===== config.mk =====
export PLATFORM = sky130hd
export DESIGN_NAME = dvi_command_stream_parser_top
export DESIGN_NICKNAME = d
export VERILOG_FILES = /design/src/dcsp_pkg.sv /design/src/dcsp_core.sv /design/src/dcsp_out_buf.sv /design/src/dvi_command_stream_parser_top.sv
export SDC_FILE = /design/constraint.sdc
export NUM_CORES = 1
export LEC_CHECK = 0
export ABC_CLOCK_PERIOD_IN_PS = 14800
export BUFFER_PORTS_ARGS = -buffer_cell sky130_fd_sc_hd__buf_4
export CORE_MARGIN = 3
export CORE_UTILIZATION = 45
export DETAILED_ROUTE_END_ITERATION = 10
export PLACE_DENSITY_LB_ADDON = 0.25
export SYNTH_ARGS = -nofsm -noshare
export SYNTH_HDL_FRONTEND = slang
export SYNTH_SLANG_ARGS = --single-unit

===== constraint.sdc =====
create_clock -name i_clk -period 14.8 [get_ports i_clk]
set_input_delay 3.7 -clock i_clk [delete_from_list [all_inputs] [get_ports i_clk]]
set_output_delay 3.7 -clock i_clk [all_outputs]
set_load 0.05 [all_outputs]

===== src/dcsp_pkg.sv =====
// Shared types, opcode and result codes, and the parameter-length table
// for the DVI command stream parser. No dependencies.
`default_nettype none

package dcsp_pkg;

    // Opcodes that open the ranges of the DVI command set.
    localparam logic [7:0] OP_SET1         = 8'd128;
    localparam logic [7:0] OP_SET_RULE     = 8'd132;
    localparam logic [7:0] OP_PUT1         = 8'd133;
    localparam logic [7:0] OP_PUT_RULE     = 8'd137;
    localparam logic [7:0] OP_BOP          = 8'd139;
    localparam logic [7:0] OP_RIGHT1       = 8'd143;
    localparam logic [7:0] OP_W1           = 8'd148;
    localparam logic [7:0] OP_X1           = 8'd153;
    localparam logic [7:0] OP_DOWN1        = 8'd157;
    localparam logic [7:0] OP_Y1           = 8'd162;
    localparam logic [7:0] OP_Z1           = 8'd167;
    localparam logic [7:0] OP_FNT1         = 8'd235;
    localparam logic [7:0] OP_XXX1         = 8'd239;
    localparam logic [7:0] OP_FNT_DEF1     = 8'd243;
    localparam logic [7:0] OP_PRE          = 8'd247;
    localparam logic [7:0] OP_POST         = 8'd248;
    localparam logic [7:0] OP_POST_POST    = 8'd249;
    localparam logic [7:0] OP_FIRST_UNDEF  = 8'd250;

    // Width of a four-way opcode group minus one.
    localparam logic [7:0] GROUP_SPAN      = 8'd3;

    // Parameter slots with special meaning.
    localparam logic [3:0] SLOT_BOP_P      = 4'd10;
    localparam logic [3:0] SLOT_FNT_AREA   = 4'd4;
    localparam logic [3:0] SLOT_FNT_NAME   = 4'd5;
    localparam logic [3:0] SLOT_PRE_K      = 4'd4;
    localparam logic [3:0] SLOT_PP_ID      = 4'd1;

    // Required DVI id byte.
    localparam logic [31:0] DVI_ID         = 32'd2;

    // Result kinds.
    localparam logic [1:0] KIND_CMD        = 2'd0;
    localparam logic [1:0] KIND_PARAM      = 2'd1;
    localparam logic [1:0] KIND_TEXT       = 2'd2;
    localparam logic [1:0] KIND_ERROR      = 2'd3;

    // Error codes.
    localparam logic [1:0] ERR_NONE        = 2'd0;
    localparam logic [1:0] ERR_UNDEF_OP    = 2'd1;
    localparam logic [1:0] ERR_BAD_ID      = 2'd2;
    localparam logic [1:0] ERR_PAGE_PTR    = 2'd3;

    typedef enum logic [1:0] {
        PH_OPCODE,
        PH_PARAM,
        PH_TEXT
    } t_phase;

    typedef struct packed {
        logic [2:0] len;
        logic       sgn;
    } t_plen;

    typedef struct packed {
        logic [7:0]         opcode;
        logic [1:0]         kind;
        logic [3:0]         param_index;
        logic signed [31:0] value;
        logic [7:0]         text_byte;
        logic [1:0]         error_code;
        logic [15:0]        page_count;
        logic [31:0]        command_position;
        logic               last;
    } t_result;

    function automatic logic in_group(input logic [7:0] op, input logic [7:0] base);
        in_group = (op >= base) && (op <= base + GROUP_SPAN);
    endfunction

    // Byte length (zero when the slot does not exist) and signedness of a
    // parameter slot of a command.
    function automatic t_plen param_len(input logic [7:0] op, input logic [3:0] slot);
        t_plen r;
        r.len = 3'd0;
        r.sgn = 1'b1;
        if (in_group(op, OP_SET1) || in_group(op, OP_PUT1) || in_group(op, OP_FNT1)) begin
            if (in_group(op, OP_FNT1)) begin
                r.len = 3'(op - OP_FNT1 + 8'd1);
            end else if (in_group(op, OP_PUT1)) begin
                r.len = 3'(op - OP_PUT1 + 8'd1);
            end else begin
                r.len = 3'(op - OP_SET1 + 8'd1);
            end
            r.sgn = (r.len == 3'd4);
            if (slot != 4'd0) begin
                r.len = 3'd0;
            end
        end else if (op == OP_SET_RULE || op == OP_PUT_RULE) begin
            r.len = (slot < 4'd2) ? 3'd4 : 3'd0;
        end else if (op == OP_BOP) begin
            r.len = (slot <= SLOT_BOP_P) ? 3'd4 : 3'd0;
        end else if (in_group(op, OP_RIGHT1)) begin
            r.len = (slot == 4'd0) ? 3'(op - OP_RIGHT1 + 8'd1) : 3'd0;
        end else if (in_group(op, OP_W1)) begin
            r.len = (slot == 4'd0) ? 3'(op - OP_W1 + 8'd1) : 3'd0;
        end else if (in_group(op, OP_X1)) begin
            r.len = (slot == 4'd0) ? 3'(op - OP_X1 + 8'd1) : 3'd0;
        end else if (in_group(op, OP_DOWN1)) begin
            r.len = (slot == 4'd0) ? 3'(op - OP_DOWN1 + 8'd1) : 3'd0;
        end else if (in_group(op, OP_Y1)) begin
            r.len = (slot == 4'd0) ? 3'(op - OP_Y1 + 8'd1) : 3'd0;
        end else if (in_group(op, OP_Z1)) begin
            r.len = (slot == 4'd0) ? 3'(op - OP_Z1 + 8'd1) : 3'd0;
        end else if (in_group(op, OP_XXX1)) begin
            r.sgn = 1'b0;
            r.len = (slot == 4'd0) ? 3'(op - OP_XXX1 + 8'd1) : 3'd0;
        end else if (in_group(op, OP_FNT_DEF1)) begin
            if (slot == 4'd0) begin
                r.sgn = (op == OP_FNT_DEF1 + GROUP_SPAN);
                r.len = 3'(op - OP_FNT_DEF1 + 8'd1);
            end else if (slot == 4'd1) begin
                r.sgn = 1'b0;
                r.len = 3'd4;
            end else if (slot <= 4'd3) begin
                r.len = 3'd4;
            end else if (slot <= SLOT_FNT_NAME) begin
                r.sgn = 1'b0;
                r.len = 3'd1;
            end
        end else if (op == OP_PRE) begin
            if (slot == 4'd0 || slot == SLOT_PRE_K) begin
                r.sgn = 1'b0;
                r.len = 3'd1;
            end else if (slot <= 4'd3) begin
                r.len = 3'd4;
            end
        end else if (op == OP_POST) begin
            if (slot <= 4'd5) begin
                r.len = 3'd4;
            end else if (slot <= 4'd7) begin
                r.sgn = 1'b0;
                r.len = 3'd2;
            end
        end else if (op == OP_POST_POST) begin
            r.sgn = 1'b0;
            if (slot == 4'd0) begin
                r.len = 3'd4;
            end else if (slot == SLOT_PP_ID) begin
                r.len = 3'd1;
            end
        end
        param_len = r;
    endfunction

endpackage

`default_nettype wire


===== src/dcsp_core.sv =====
// Decode state machine of the DVI command stream parser: parser state
// registers and the per-byte decode. Depends on dcsp_pkg.
`default_nettype none

module dcsp_core (
    input  wire logic              i_clk,
    input  wire logic              i_rst_n,
    input  wire logic              i_accept,
    input  wire logic [7:0]        i_data_byte,
    output logic                   o_result_valid,
    output dcsp_pkg::t_result      o_result
);

    dcsp_pkg::t_phase r_phase, n_phase;
    logic [7:0]  r_opcode, n_opcode;
    logic [3:0]  r_slot, n_slot;
    logic [2:0]  r_bytes_left, n_bytes_left;
    logic [31:0] r_acc, n_acc;
    logic [31:0] r_text_left, n_text_left;
    logic [7:0]  r_area_hold, n_area_hold;
    logic [31:0] r_byte_pos, n_byte_pos;
    logic [31:0] r_cmd_start, n_cmd_start;
    logic [31:0] r_prev_page, n_prev_page;
    logic [15:0] r_pages, n_pages;
    logic        r_halted, n_halted;

    dcsp_pkg::t_plen op_len;
    dcsp_pkg::t_plen cur_len;
    dcsp_pkg::t_plen next_len;
    logic [31:0] acc_shift;
    logic [2:0]  bl_dec;
    logic [31:0] pval;
    logic [31:0] text_dec;
    logic [31:0] text_len;
    logic [3:0]  slot_inc;
    logic        id_check;
    logic        page_check;

    always_ff @(posedge i_clk) begin
        if (!i_rst_n) begin
            r_phase      <= dcsp_pkg::PH_OPCODE;
            r_opcode     <= '0;
            r_slot       <= '0;
            r_bytes_left <= '0;
            r_acc        <= '0;
            r_text_left  <= '0;
            r_area_hold  <= '0;
            r_byte_pos   <= '0;
            r_cmd_start  <= '0;
            r_prev_page  <= '1;
            r_pages      <= '0;
            r_halted     <= 1'b0;
        end else begin
            r_phase      <= n_phase;
            r_opcode     <= n_opcode;
            r_slot       <= n_slot;
            r_bytes_left <= n_bytes_left;
            r_acc        <= n_acc;
            r_text_left  <= n_text_left;
            r_area_hold  <= n_area_hold;
            r_byte_pos   <= n_byte_pos;
            r_cmd_start  <= n_cmd_start;
            r_prev_page  <= n_prev_page;
            r_pages      <= n_pages;
            r_halted     <= n_halted;
        end
    end

    assign op_len    = dcsp_pkg::param_len(i_data_byte, 4'd0);
    assign cur_len   = dcsp_pkg::param_len(r_opcode, r_slot);
    assign slot_inc  = r_slot + 4'd1;
    assign next_len  = dcsp_pkg::param_len(r_opcode, slot_inc);
    assign acc_shift = {r_acc[23:0], i_data_byte};
    assign bl_dec    = (r_bytes_left != 3'd0) ? r_bytes_left - 3'd1 : 3'd0;
    assign text_dec  = r_text_left - 32'd1;

    // Short signed parameters are sign-extended; unsigned and four-byte ones pass as raw bits.
    always_comb begin
        pval = acc_shift;
        if (cur_len.sgn) begin
            case (cur_len.len)
                3'd1:    pval = {{24{acc_shift[7]}}, acc_shift[7:0]};
                3'd2:    pval = {{16{acc_shift[15]}}, acc_shift[15:0]};
                3'd3:    pval = {{8{acc_shift[23]}}, acc_shift[23:0]};
                default: pval = acc_shift;
            endcase
        end
    end

    assign id_check = (r_opcode == dcsp_pkg::OP_PRE && r_slot == 4'd0) ||
                      (r_opcode == dcsp_pkg::OP_POST_POST && r_slot == dcsp_pkg::SLOT_PP_ID);
    assign page_check = (r_opcode == dcsp_pkg::OP_BOP && r_slot == dcsp_pkg::SLOT_BOP_P) ||
                        (r_opcode == dcsp_pkg::OP_POST && r_slot == 4'd0);

    // Length of the text that follows the current parameter, zero for none.
    always_comb begin
        text_len = 32'd0;
        if (dcsp_pkg::in_group(r_opcode, dcsp_pkg::OP_XXX1) && r_slot == 4'd0) begin
            text_len = pval;
        end else if (dcsp_pkg::in_group(r_opcode, dcsp_pkg::OP_FNT_DEF1) &&
                     r_slot == dcsp_pkg::SLOT_FNT_NAME) begin
            text_len = {24'd0, r_area_hold} + {24'd0, pval[7:0]};
        end else if (r_opcode == dcsp_pkg::OP_PRE && r_slot == dcsp_pkg::SLOT_PRE_K) begin
            text_len = {24'd0, pval[7:0]};
        end
    end

    always_comb begin
        n_phase      = r_phase;
        n_opcode     = r_opcode;
        n_slot       = r_slot;
        n_bytes_left = r_bytes_left;
        n_acc        = r_acc;
        n_text_left  = r_text_left;
        n_area_hold  = r_area_hold;
        n_byte_pos   = r_byte_pos;
        n_cmd_start  = r_cmd_start;
        n_prev_page  = r_prev_page;
        n_pages      = r_pages;
        n_halted     = r_halted;

        o_result_valid            = 1'b0;
        o_result.opcode           = r_opcode;
        o_result.kind             = dcsp_pkg::KIND_CMD;
        o_result.param_index      = r_slot;
        o_result.value            = '0;
        o_result.text_byte        = '0;
        o_result.error_code       = dcsp_pkg::ERR_NONE;
        o_result.page_count       = r_pages;
        o_result.command_position = r_cmd_start;
        o_result.last             = 1'b0;

        if (i_accept && !r_halted) begin
            n_byte_pos = r_byte_pos + 32'd1;
            case (r_phase)
                dcsp_pkg::PH_TEXT: begin
                    n_text_left        = text_dec;
                    o_result_valid     = 1'b1;
                    o_result.kind      = dcsp_pkg::KIND_TEXT;
                    o_result.text_byte = i_data_byte;
                    o_result.last      = (text_dec == 32'd0);
                    if (text_dec == 32'd0) begin
                        n_phase = dcsp_pkg::PH_OPCODE;
                    end
                end
                dcsp_pkg::PH_PARAM: begin
                    n_acc        = acc_shift;
                    n_bytes_left = bl_dec;
                    if (bl_dec == 3'd0) begin
                        o_result_valid = 1'b1;
                        o_result.value = pval;
                        if (id_check && pval != dcsp_pkg::DVI_ID) begin
                            n_halted            = 1'b1;
                            o_result.kind       = dcsp_pkg::KIND_ERROR;
                            o_result.error_code = dcsp_pkg::ERR_BAD_ID;
                            o_result.last       = 1'b1;
                        end else if (page_check && pval != r_prev_page) begin
                            n_halted            = 1'b1;
                            o_result.kind       = dcsp_pkg::KIND_ERROR;
                            o_result.error_code = dcsp_pkg::ERR_PAGE_PTR;
                            o_result.last       = 1'b1;
                        end else begin
                            if (page_check && r_opcode == dcsp_pkg::OP_BOP) begin
                                n_pages     = (r_pages != 16'hFFFF) ? r_pages + 16'd1 : r_pages;
                                n_prev_page = r_cmd_start;
                                o_result.page_count = n_pages;
                            end
                            if (dcsp_pkg::in_group(r_opcode, dcsp_pkg::OP_FNT_DEF1) &&
                                r_slot == dcsp_pkg::SLOT_FNT_AREA) begin
                                n_area_hold = pval[7:0];
                            end
                            o_result.kind = dcsp_pkg::KIND_PARAM;
                            o_result.last = (next_len.len == 3'd0) && (text_len == 32'd0);
                            if (text_len != 32'd0) begin
                                n_phase     = dcsp_pkg::PH_TEXT;
                                n_text_left = text_len;
                            end else if (next_len.len != 3'd0) begin
                                n_slot       = slot_inc;
                                n_bytes_left = next_len.len;
                                n_acc        = 32'd0;
                            end else begin
                                n_phase = dcsp_pkg::PH_OPCODE;
                            end
                        end
                    end
                end
                default: begin
                    // A new command opens on this byte.
                    n_cmd_start                = r_byte_pos;
                    n_opcode                   = i_data_byte;
                    n_slot                     = 4'd0;
                    o_result.opcode            = i_data_byte;
                    o_result.param_index       = 4'd0;
                    o_result.command_position  = r_byte_pos;
                    if (i_data_byte >= dcsp_pkg::OP_FIRST_UNDEF) begin
                        n_halted            = 1'b1;
                        o_result_valid      = 1'b1;
                        o_result.kind       = dcsp_pkg::KIND_ERROR;
                        o_result.error_code = dcsp_pkg::ERR_UNDEF_OP;
                        o_result.last       = 1'b1;
                    end else if (op_len.len == 3'd0) begin
                        n_phase        = dcsp_pkg::PH_OPCODE;
                        o_result_valid = 1'b1;
                        o_result.last  = 1'b1;
                    end else begin
                        n_phase      = dcsp_pkg::PH_PARAM;
                        n_bytes_left = op_len.len;
                        n_acc        = 32'd0;
                    end
                end
            endcase
        end
    end

    // Once halted, the parser stays halted until reset.
    a_halt_sticky: assert property (@(posedge i_clk) disable iff (!i_rst_n)
        r_halted |=> r_halted)
        else $error("parser left the halted state without reset");

    // A halted parser does not advance its byte position.
    a_halt_frozen: assert property (@(posedge i_clk) disable iff (!i_rst_n)
        r_halted |=> $stable(r_byte_pos))
        else $error("byte position moved while halted");

    // Parameter bytes are always counted down from a nonzero length.
    a_param_len: assert property (@(posedge i_clk) disable iff (!i_rst_n)
        (r_phase == dcsp_pkg::PH_PARAM && !r_halted) |-> (r_bytes_left != 3'd0))
        else $error("parameter phase with no bytes left");

endmodule

`default_nettype wire


===== src/dcsp_out_buf.sv =====
// Two-entry result buffer (output register plus skid register) for the
// DVI command stream parser. Depends on dcsp_pkg.
`default_nettype none

module dcsp_out_buf (
    input  wire logic              i_clk,
    input  wire logic              i_rst_n,
    input  wire logic              i_push,
    input  wire dcsp_pkg::t_result i_data,
    output logic                   o_ready,
    output logic                   o_valid,
    output dcsp_pkg::t_result      o_data,
    input  wire logic              i_ready
);

    logic              r_out_valid;
    logic              r_skid_valid;
    dcsp_pkg::t_result r_out;
    dcsp_pkg::t_result r_skid;
    logic              head_free;

    assign head_free = !r_out_valid || i_ready;
    assign o_ready   = !r_skid_valid;
    assign o_valid   = r_out_valid;
    assign o_data    = r_out;

    always_ff @(posedge i_clk) begin
        if (!i_rst_n) begin
            r_out_valid  <= 1'b0;
            r_skid_valid <= 1'b0;
        end else begin
            if (head_free) begin
                r_out_valid  <= r_skid_valid || i_push;
                r_skid_valid <= r_skid_valid && i_push;
            end else if (i_push) begin
                r_skid_valid <= 1'b1;
            end
        end
    end

    always_ff @(posedge i_clk) begin
        if (head_free) begin
            if (r_skid_valid) begin
                r_out <= r_skid;
                if (i_push) begin
                    r_skid <= i_data;
                end
            end else if (i_push) begin
                r_out <= i_data;
            end
        end else if (i_push) begin
            r_skid <= i_data;
        end
    end

    // The skid register is only filled behind a full output register.
    a_skid_order: assert property (@(posedge i_clk) disable iff (!i_rst_n)
        r_skid_valid |-> r_out_valid)
        else $error("skid entry without output entry");

    // A held skid entry is not dropped while the output stays blocked.
    a_skid_hold: assert property (@(posedge i_clk) disable iff (!i_rst_n)
        (r_skid_valid && !i_ready) |=> (r_skid_valid && $stable(r_skid)))
        else $error("skid entry lost under stall");

endmodule

`default_nettype wire


===== src/dvi_command_stream_parser_top.sv =====
// Top level of the DVI command stream parser: decode core and result buffer.
// Depends on dcsp_pkg, dcsp_core and dcsp_out_buf.
//
//  Channel  | Direction | Handshake                  | Payload
//  ---------+-----------+----------------------------+---------------------------------
//  in       | input     | i_in_valid / o_in_ready    | i_data_byte
//  out      | output    | o_out_valid / i_out_ready  | o_opcode .. o_last (nine fields)
//
// Each item is one byte of the DVI stream; the parser takes one item per cycle while input
// ready is high. A result, when an item causes one, is registered by the edge that accepts
// the item, into the output register, or into the skid register behind a waiting result.
// Reset is synchronous and active low; it returns the parser to awaiting an opcode.
// A two-entry output buffer lets items be accepted while a result waits; input ready
// drops only when both entries are full. After an error no item causes a result until reset.
`default_nettype none

module dvi_command_stream_parser_top (
    input  wire logic               i_clk,
    input  wire logic               i_rst_n,
    input  wire logic               i_in_valid,
    output logic                    o_in_ready,
    input  wire logic [7:0]         i_data_byte,
    output logic                    o_out_valid,
    input  wire logic               i_out_ready,
    output logic [7:0]              o_opcode,
    output logic [1:0]              o_kind,
    output logic [3:0]              o_param_index,
    output logic signed [31:0]      o_value,
    output logic [7:0]              o_text_byte,
    output logic [1:0]              o_error_code,
    output logic [15:0]             o_page_count,
    output logic [31:0]             o_command_position,
    output logic                    o_last
);

    logic              accept;
    logic              core_valid;
    dcsp_pkg::t_result core_result;
    dcsp_pkg::t_result out_result;

    // An item is taken whenever the buffer has room; every result fits.
    assign accept = i_in_valid && o_in_ready;

    dcsp_core u_core (
        .i_clk          (i_clk),
        .i_rst_n        (i_rst_n),
        .i_accept       (accept),
        .i_data_byte    (i_data_byte),
        .o_result_valid (core_valid),
        .o_result       (core_result)
    );

    dcsp_out_buf u_out_buf (
        .i_clk   (i_clk),
        .i_rst_n (i_rst_n),
        .i_push  (accept && core_valid),
        .i_data  (core_result),
        .o_ready (o_in_ready),
        .o_valid (o_out_valid),
        .o_data  (out_result),
        .i_ready (i_out_ready)
    );

    assign o_opcode           = out_result.opcode;
    assign o_kind             = out_result.kind;
    assign o_param_index      = out_result.param_index;
    assign o_value            = out_result.value;
    assign o_text_byte        = out_result.text_byte;
    assign o_error_code       = out_result.error_code;
    assign o_page_count       = out_result.page_count;
    assign o_command_position = out_result.command_position;
    assign o_last             = out_result.last;

endmodule

`default_nettype wire

---- Yosys cells after proc, flatten, opt, wreduce, memory -nomap -nowiden ----
Index checks and enable logic that the tools add are counted.
word-level totals
  register bits ........................... 406
  bits in latches ......................... 0
  RAM bits ................................ 0
  memory bits (read-only) ................. 0
  input port bits ......................... 12
  output and inout bits ................... 107
  word-level logic and storage cells ...... 465
  memories kept ........................... 0
cells by class
  add/subtract/negate cells ............... 50
  multipliers ............................. 0
  div/mod/pow operators ................... 0
  order comparisons ....................... 55
  equality and inequality tests ........... 43
  shifts and indexed selects .............. 0
  mux-type cells .......................... 203
  bitwise logic cells ..................... 3
  reductions and logical operators ........ 79
operators with widths
  kind                   count
  $mux 105               6
  $mux 32                10
  $mux 3                 70
  $ge 8x8->1 const B     23
  $le 8x8->1 const B     22
  $mux 24                7
  $eq 8x8->1 const B     14
  $mux 4                 28
  $pmux 32 s3            1
  $mux 16                5
  $add 3x1->3 const B    22
  $logic_not 32->1       2
  $pmux 32 s2            1
  $pmux 24 s2            1
  $mux 1                 47
  $logic_and 1x1->1      38
  $sub 3x3->3 const B    12
  $add 32x1->32 const B  1
  $ne 32x2->1 const B    1
  $ne 32x32->1           1
  $reduce_bool 32->1     1
  $sub 32x1->32 const B  1
  $mux 2                 15
  $mux 8                 3
  43 further kinds       101

---- Depth between registers and ports, before layout ----
Gate-level depths: netlist of run 1.
  depth in word-level cells ............... 33
  depth in mapped cells ................... 21

---- Hierarchy ----
A second synthesis of run 1 with hierarchy kept.
unflattened totals
  cell total of the unflattened synthesis .. 2101
  area, all modules ....................... 21316.7 um^2
by module, submodules not included
  module                         times used  cells an instance  area an instance (um^2)
  dcsp_core                      1           1761               13150.1
  dcsp_out_buf                   1           338                8154.1
  dvi_command_stream_parser_top  1           2                  12.5

---- Worst setup path after synthesis of run 1 ----
Ideal clock, no wire load.
  path kind ............................... input to register
  start point ............................. input port i_data_byte[1]
  end point ............................... register u_out_buf.r_out, in the netlist u_out_buf.o_data[0] (enable)
  library setup time ...................... 569 ps
  arrival time ............................ 11036 ps
  required time ........................... 14231 ps
  slack ................................... 3195 ps
  stages .................................. 18
  buffers on the path ..................... 1
  cell sequence ........................... clkbuf_1 inv_1 ha_1 nand2b_1 nand2_1 nor2_1 a31o_2 nor2b_1 o211ai_1 and3_1 a31o_2 a21oi_1 or3b_2 nand3_1 nand2_1 a21oi_1 nor2_1 nor2_1
between the ends
  word-level cells in the longest chain between the ends .. 23
RTL lines
  what                                                                  line                                 text
  start: declaration                                                    dvi_command_stream_parser_top.sv:22  input wire logic [7:0] i_data_byte,
  parallel branches: the longest is 17 deep, another holds $sub 3x2->3  -
  $mux 1 *                                                              dcsp_core.sv:195                     if (i_data_byte >= dcsp_pkg::OP_FIRST_UNDEF) begin
  $pmux 1 s2 *                                                          dcsp_core.sv:135                     case (r_phase)
  $mux 1 *                                                              dcsp_core.sv:133                     if (i_accept && !r_halted) begin
  $logic_and 1x1->1 *                                                   dvi_command_stream_parser_top.sv:56  .i_push (accept && core_valid),
  $reduce_bool 2->1 (no line) *                                         -
  $reduce_and 2->1 (no line) *                                          -
  end signal: assignment                                                dcsp_out_buf.sv:44                   r_out <= r_skid;
  end signal: assignment                                                dcsp_out_buf.sv:49                   r_out <= i_data;
  end: declaration                                                      dcsp_out_buf.sv:18                   dcsp_pkg::t_result r_out;
Every way passes the cells marked *. The select of a mux whose other input is x is not followed.
A chain may end at the register's enable or synchronous reset.

---- Worst setup path in the final report of run 1 ----
  start point ............................. input port i_data_byte[2]
  end point ............................... register u_out_buf.r_out, in the netlist u_out_buf.o_data[56] (enable)
The elaborated chain is that of the path after synthesis.

==> results of run 1 <==
-- layout make-up --
class,count,share of cell area [%]
Sequential cell,406,43.5
Timing Repair Buffer,134,4.28
Clock buffer,64,5.26
Clock inverter,15,0.868
Multi-Input combinational cell,1457,41.8
Tap cell,600,3.19
Inverter,66,1.05
-- synth_stat cells (9+ instances only) --
cell type / count
a22oi_1: 10
buf_2: 14
clkbuf_1: 88
and2_1: 70
nand4_1: 30
nand2_1: 155
a22o_1: 29
edfxtp_1: 210
mux2_2: 90
dfxtp_1: 196
nand3_1: 68
a31oi_1: 9
a221oi_1: 18
o211ai_1: 20
o21ai_1: 10
nor2b_1: 20
a21o_1: 58
nor4_1: 19
mux2i_1: 43
xnor2_1: 30
or4_1: 13
nor3b_1: 12
nand2b_1: 18
a21oi_1: 90
o22ai_1: 31
or3_1: 16
xor2_1: 41
a211oi_1: 15
ha_1: 39
nor2_1: 174
o31ai_1: 11
o21a_1: 9
inv_1: 64
o21ai_0: 90
and3_1: 33
nor3_1: 34
o32ai_1: 9
-- state kept, by name, indices dropped and copies added (netlist names) --
signal	count
u_out_buf.r_skid	105
u_out_buf.o_data	105
u_core.r_halted	1
u_out_buf.r_skid_valid	1
u_out_buf.o_valid	1
u_core.r_acc	24
u_core.r_text_left	32
u_core.r_bytes_left	3
u_core.r_cmd_start	32
u_core.r_area_hold	8
u_core.r_byte_pos	32
u_core.r_pages	16
u_core.r_slot	4
u_core.r_opcode	8
u_core.r_phase	2
u_core.r_prev_page	32
-- how the worst max path moves through the flow --
stage | to | slack [ps]
after floorplan | u_out_buf.o_data[0] | 3190
after detailed placement | u_out_buf.o_data[49] | 5430
after CTS | u_out_buf.o_data[56] | 6000
after global routing | u_out_buf.o_data[56] | 5490
final | u_out_buf.o_data[56] | 5970
after global placement | u_out_buf.o_data[55] | 5530
-- power by group through the flow --
stage | Sequential [mW] | Clock [mW] | Combinational, mW
after floorplan | 1.40 | 0 | 0.231
after global placement | 1.29 | 0 | 0.480
after detailed placement | 1.29 | 0 | 0.484
after CTS | 1.26 | 1.13 | 0.486
after global routing | 1.27 | 1.17 | 0.520
final | 1.26 | 1.10 | 0.489
-- worst min-delay path: stages (launching register included) --
cell     delay [ps]
dfxtp_1         330
mux2i_1          70
nand2_1          50
-- cells by family after synthesis --
family,synth area share (%)
buf+inv,3.55
fa+ha+maj,2.45
simple gates,17.7
xor+xnor,3.23
mux,7.02
flops,49.2
compound gates,16.8
-- stage by stage --
| step | std cells | setup slack, ps | cell area (µm²) | power [mW] |
|---|---|---|---|---|
| finish | 2742 | 5970 | 23500 | 2.86 |
| floorplan | 2044 | 3190 | 20800 | 1.63 |
| global placement | 2663 | 5530 | 22100 | 1.77 |
| detailed placement | 2663 | 5430 | 22100 | 1.77 |
| global route | 2742 | 5490 | 23500 | 2.96 |
| CTS | 2742 | 6000 | 23500 | 2.87 |
-- layer usage --
layer / vias up / GRT usage [%] / part of all wire [%]
li1: 7718 / - / -
met1: 7993 / 33.5 / 44
met2: 717 / 36.2 / 44
met3: 117 / 3.53 / 7.1
met4: 0 / 9.29 / 4.1
met5: - / 0 / 0
==> flow_summary.ini, run 1 <==
[cts]
cts_setup_buffers = 0
cts_tree = built
hold_buffers = 0
clk_latency_ps = 580
post_cts_resized = 0
cts_max_level = 2
max-clock-path-buffers = 3
clkTransAtPathRegs_ps = 60
cts_root_buffer = clkbuf_16
cts_buffers = 43
clock_sinks = 406

[finish]
final_cell_mix = edfxtp_1, dfxtp_1, nor2_1
mostFrequentLayoutCell = edfxtp_1
num_antenna_cells = 0
fillCellCount = 4170
num-nets-final = 2160
seqCellArea_um2 = 10200
drive_gt1_share_pct = 16.0
multi_input_area_um2 = 9830
area_growth_pct = 13.2
final_util_pct = 51.7

[timing]
slew_violations = 0
whs_ps = 477
min_period_over_period_pct = 59.7
min_period_ps = 8830
hold_violations = 0
rsz0062_at_grt = no
fin_setup_tns_ps = 0
slew_headroom_pct = 28.5
max_freq_mhz = 113
fin_skew_ps = 16.0
tightest_slew_ps = 1070
finalSetupViolCount = 0

[floorplanning]
num_rows = 78
initial_core_util_pct = 45.7
die_area_um2 = 48800
die_w_um = 221
io_pins = 119
die_y_um = 221
coreArea_um2 = 45500

[synthesis]
yosysWarnings = 0
ys_ff_latch = 406
synth_top_cell_area_share_pct = 30.4
synthTopCellsByArea = edfxtp_1, dfxtp_1, mux2_2
yosysUniqueCellTypes = 103
synthesis.nets = 2096
synth_edf_count = 210
synth-seq-area-share_pct = 49.2
synthFlopType = edfxtp_1
syn_avg_cell_area_um2 = 10.2
synth_area_um2 = 20800
synth-async-reset-ratio_pct = 0
yosysTopAreaCell = edfxtp_1
syn-instance-count = 2044

[route]
antenna_left = 0
route.detailed.drc = 0
avgViaCountPerCell = 6.03
routed_wirelength_mm = 59.0
dr.first_iter.drc_count = 1543
wl_per_cell_um = 21.5
dr_total_vias = 16500
drt_first_pass_iters = 8

[grt]
track_usage_pct = 23.5
overflow = 0
grt_antenna_before_repair = 0
grt_max_degree = 78
grt_pass1_vias = 15700
grt_pass1_wl_mm = 92.9

[place]
io_buffers = 118
dpl.hpwl_mm = 40.8
gp_congestion = 0.965

[setup_path]
worstPathCellList = buf_4, inv_1, ha_1, nor2b_1, o21ai_0, o21ai_0, nand2_1, o21ai_0, o2111ai_1, a31o_2, a21oi_1, or3b_2, nand3_1, nand2_1, a21oi_1, nor2_1, nor2_4, buf_4
slowest_stage = buf_4
ff2ff_path_depth = 17
worst_setup_path_start_kind = primary input
timing.rr.start = u_core.r_opcode[2]
worst_ep_required_time_ps = 14990
crit_type = in -> reg
worstSetupStartpoint = i_data_byte[2]
rrSetupSlack_ps = 7510
critPathMostFrequentCell = o21ai_0
slowest_delay_ps = 850
cp_max_fo = 74
path_buf_inv = 3
critPathTopFamily = simple AND/OR/NAND/NOR gates
cp-end-kind = register
reg2reg_to = u_out_buf.o_data[48]
cp_num_cells = 18
arrival_ps = 9020

[power_and_ir_drop]
p_sw_mw = 0.835
swShare_pct = 29.2
p_int_mw = 2.02
p_seq_share_pct = 44.2
ir_drop_v = 0.0000877
total_leakage_power_nw = 9.38
powerDensity_nw_per_um2 = 121
pwr-share-comb_pct = 17.1
clockPowerShare_pct = 38.6

[outcome]
status = finished clean

[min_path]
hold_depth = 2
hold_end = u_core.r_prev_page[18]
hp-start = u_core.r_cmd_start[18]
hp-class = reg -> reg

[run]
maxCapViolCount = 0
Note: power is estimated with default switching activity, not from simulation.
==> run 2: changes to the inputs <==
- ABC_AREA: default -> 1
- ABC_CLOCK_PERIOD_IN_PS: 14800 -> 8650
- clock period: 14.8 -> 8.65 ns (I/O delays scaled with it)
==> run 2 against run 1 <==
Against the previous run:
- sequential share of layout area fell by 1.1 points
- flip-flop and latch count did not move
- sequential power rose by 71%
- combinational power rose by 50%
- hold slack got worse by 15 ps
- count of clock-buffer cells in the layout fell by 7
- largest power group unchanged
- highest routed layer unchanged
==> flow_summary.ini, run 2 <==
[setup_path]
arrival_ps = 6860
cp_max_fo = 35
ff2ff_path_depth = 30
slowest_delay_ps = 1010
critPathMostFrequentCell = nand2_1
slowest_stage = nand4_1
cp-end-kind = register
crit_type = reg -> reg
worst_setup_path_start_kind = register
worst_ep_required_time_ps = 9050

[run]
maxCapViolCount = 0

[synthesis]
synth-async-reset-ratio_pct = 0
synth_top_cell_area_share_pct = 29.3
synth_top_cells_by_count = nand2_1, nor2_1, inv_1
synthesis.nets = 2879
synth_edf_count = 210
synth.most_common_cell = nand2_1
synthTopCellsByArea = edfxtp_1, dfxtp_1, nand2_1
yosysTopAreaCell = edfxtp_1
syn-instance-count = 2827
synth-seq-area-share_pct = 47.6
yosysWarnings = 0
synth_area_um2 = 21500
synthFlopType = edfxtp_1
syn_avg_cell_area_um2 = 7.61
yosysUniqueCellTypes = 63
ys_ff_latch = 406

[timing]
min_period_ps = 6460
tightest_slew_ps = 1130
fin_setup_tns_ps = 0
min_period_over_period_pct = 74.7
whs_ps = 463
hold_violations = 0
slew_violations = 0
finalSetupViolCount = 0
setup_slack_ps = 2190
slew_headroom_pct = 24.6
max_freq_mhz = 155
rsz0062_at_grt = no
fin_skew_ps = 29.5

[cts]
clkTransAtPathRegs_ps = 60
cts_tree = built
cts_max_level = 2
clock_sinks = 406
clk_latency_ps = 580
cts_root_buffer = clkbuf_16
hold_buffers = 0
post_cts_resized = 0
cts_buffers = 44
cts_setup_buffers = 0
max-clock-path-buffers = 3

[floorplanning]
die_w_um = 225
die_y_um = 225
coreArea_um2 = 46900
die_area_um2 = 50400
io_pins = 119
initial_core_util_pct = 45.9
num_rows = 79

[grt]
grt_antenna_before_repair = 0
overflow = 0
track_usage_pct = 23.0
grt_max_degree = 91
grt_pass1_vias = 17900
grt_pass1_wl_mm = 93.9

[place]
io_buffers = 118
place_ws_ps = 1720
gp_congestion = 0.907
dpl.hpwl_mm = 41.5

[route]
avgViaCountPerCell = 5.37
dr.first_iter.drc_count = 1547
routed_wirelength_mm = 58.9
dr_total_vias = 19000
antenna_left = 0
wl_per_cell_um = 16.7
route.detailed.drc = 0
drt_first_pass_iters = 6

[power_and_ir_drop]
clockPowerShare_pct = 38.9
ir_drop_v = 0.000129
totalPowerFinal_mw = 4.72
powerDensity_nw_per_um2 = 195
swShare_pct = 29.5
p_seq_share_pct = 45.5
p_sw_mw = 1.39
total_leakage_power_nw = 10.1
p_int_mw = 3.33
pwr-share-comb_pct = 15.5

[finish]
final_cell_mix = nand2_1, nor2_1, inv_1
seqCellArea_um2 = 10200
drive_gt1_share_pct = 9.57
area_growth_pct = 12.3
num_antenna_cells = 0
multi_input_area_um2 = 9440
mostFrequentLayoutCell = nand2_1
fillCellCount = 4506
num-nets-final = 2943

[min_path]
hp-class = reg -> reg
hold_depth = 2

[outcome]
status = finished clean
==> run 2: cell types whose count changed after synthesis, sizes merged, moves of 67 or more <==
cell,previous run,this run
and2,70,3
inv,65,342
mux2,91,0
nand2,156,754
nand3,68,177
nor2,175,361
o21ai,101,283
==> run 2: logic make-up after synthesis <==
family | count (synthesis) | share of synthesized area, %
AND/OR/NAND/NOR | 1417 | 27.9
buffers and inverters | 461 | 8.66
AO/OA/AOI/OAI | 456 | 11.6
flip-flops | 406 | 47.6
XOR/XNOR | 47 | 1.91
adder cells (fa/ha/maj) | 40 | 2.36
==> run 2: worst paths after layout <==
kind	startpoint	end	slack (ps)
setup / recovery	u_core.r_opcode[1]	u_core.r_acc[22]	2190
setup reg to reg	u_core.r_opcode[1]	u_core.r_acc[22]	2190
hold / removal	u_core.r_cmd_start[7]	u_core.r_prev_page[7]	460
hold reg to reg	u_core.r_cmd_start[7]	u_core.r_prev_page[7]	460
==> run 2: critical path, delay by kind of cell, from the launching register on <==
family | cells | cell delay [ps]
buffers and inverters | 4 | 480
adders and majority gates | 1 | 300
DFF | 1 | 610
AOI/OAI and AO/OA | 3 | 450
and+or+nand+nor | 22 | 4420
==> run 2: layout make-up <==
cell class	instances	area share [%]
flip-flops and latches	406	42.4
multi-input cells	1960	39.1
inverters	346	5.40
clock buffers	57	4.77
repair buffers	133	4.19
well taps	607	3.15
clock inverters	25	1.02
==> run 2: power by group through the flow <==
stage / Clock, mW / Combinational, mW / Sequential, mW
after floorplan: 0 / 0.336 / 2.37
after global placement: 0 / 0.723 / 2.19
after detailed placement: 0 / 0.728 / 2.19
after CTS: 1.88 / 0.730 / 2.15
final: 1.84 / 0.732 / 2.15
after global routing: 1.96 / 0.794 / 2.15
==> run 2: routing by layer <==
metal | GRT usage [%] | vias up | wire, µm
met4 | 8.06 | 0 | 1990
met1 | 31.9 | 8864 | 27000
met3 | 3.77 | 138 | 3650
met2 | 36.7 | 609 | 26300
met5 | 0 | - | 0
li1 | - | 9377 | -
==> run 2: stage by stage <==
step           util (%)  instances  area [µm²]
3_5_place_dp       48.5       3452       22700
5_1_grt            51.5       3534       24100
2_1_floorplan         -       2827       21500
4_1_cts            51.5       3534       24100
6_report           51.5       3534       24100
3_3_place_gp       48.5       3452       22700
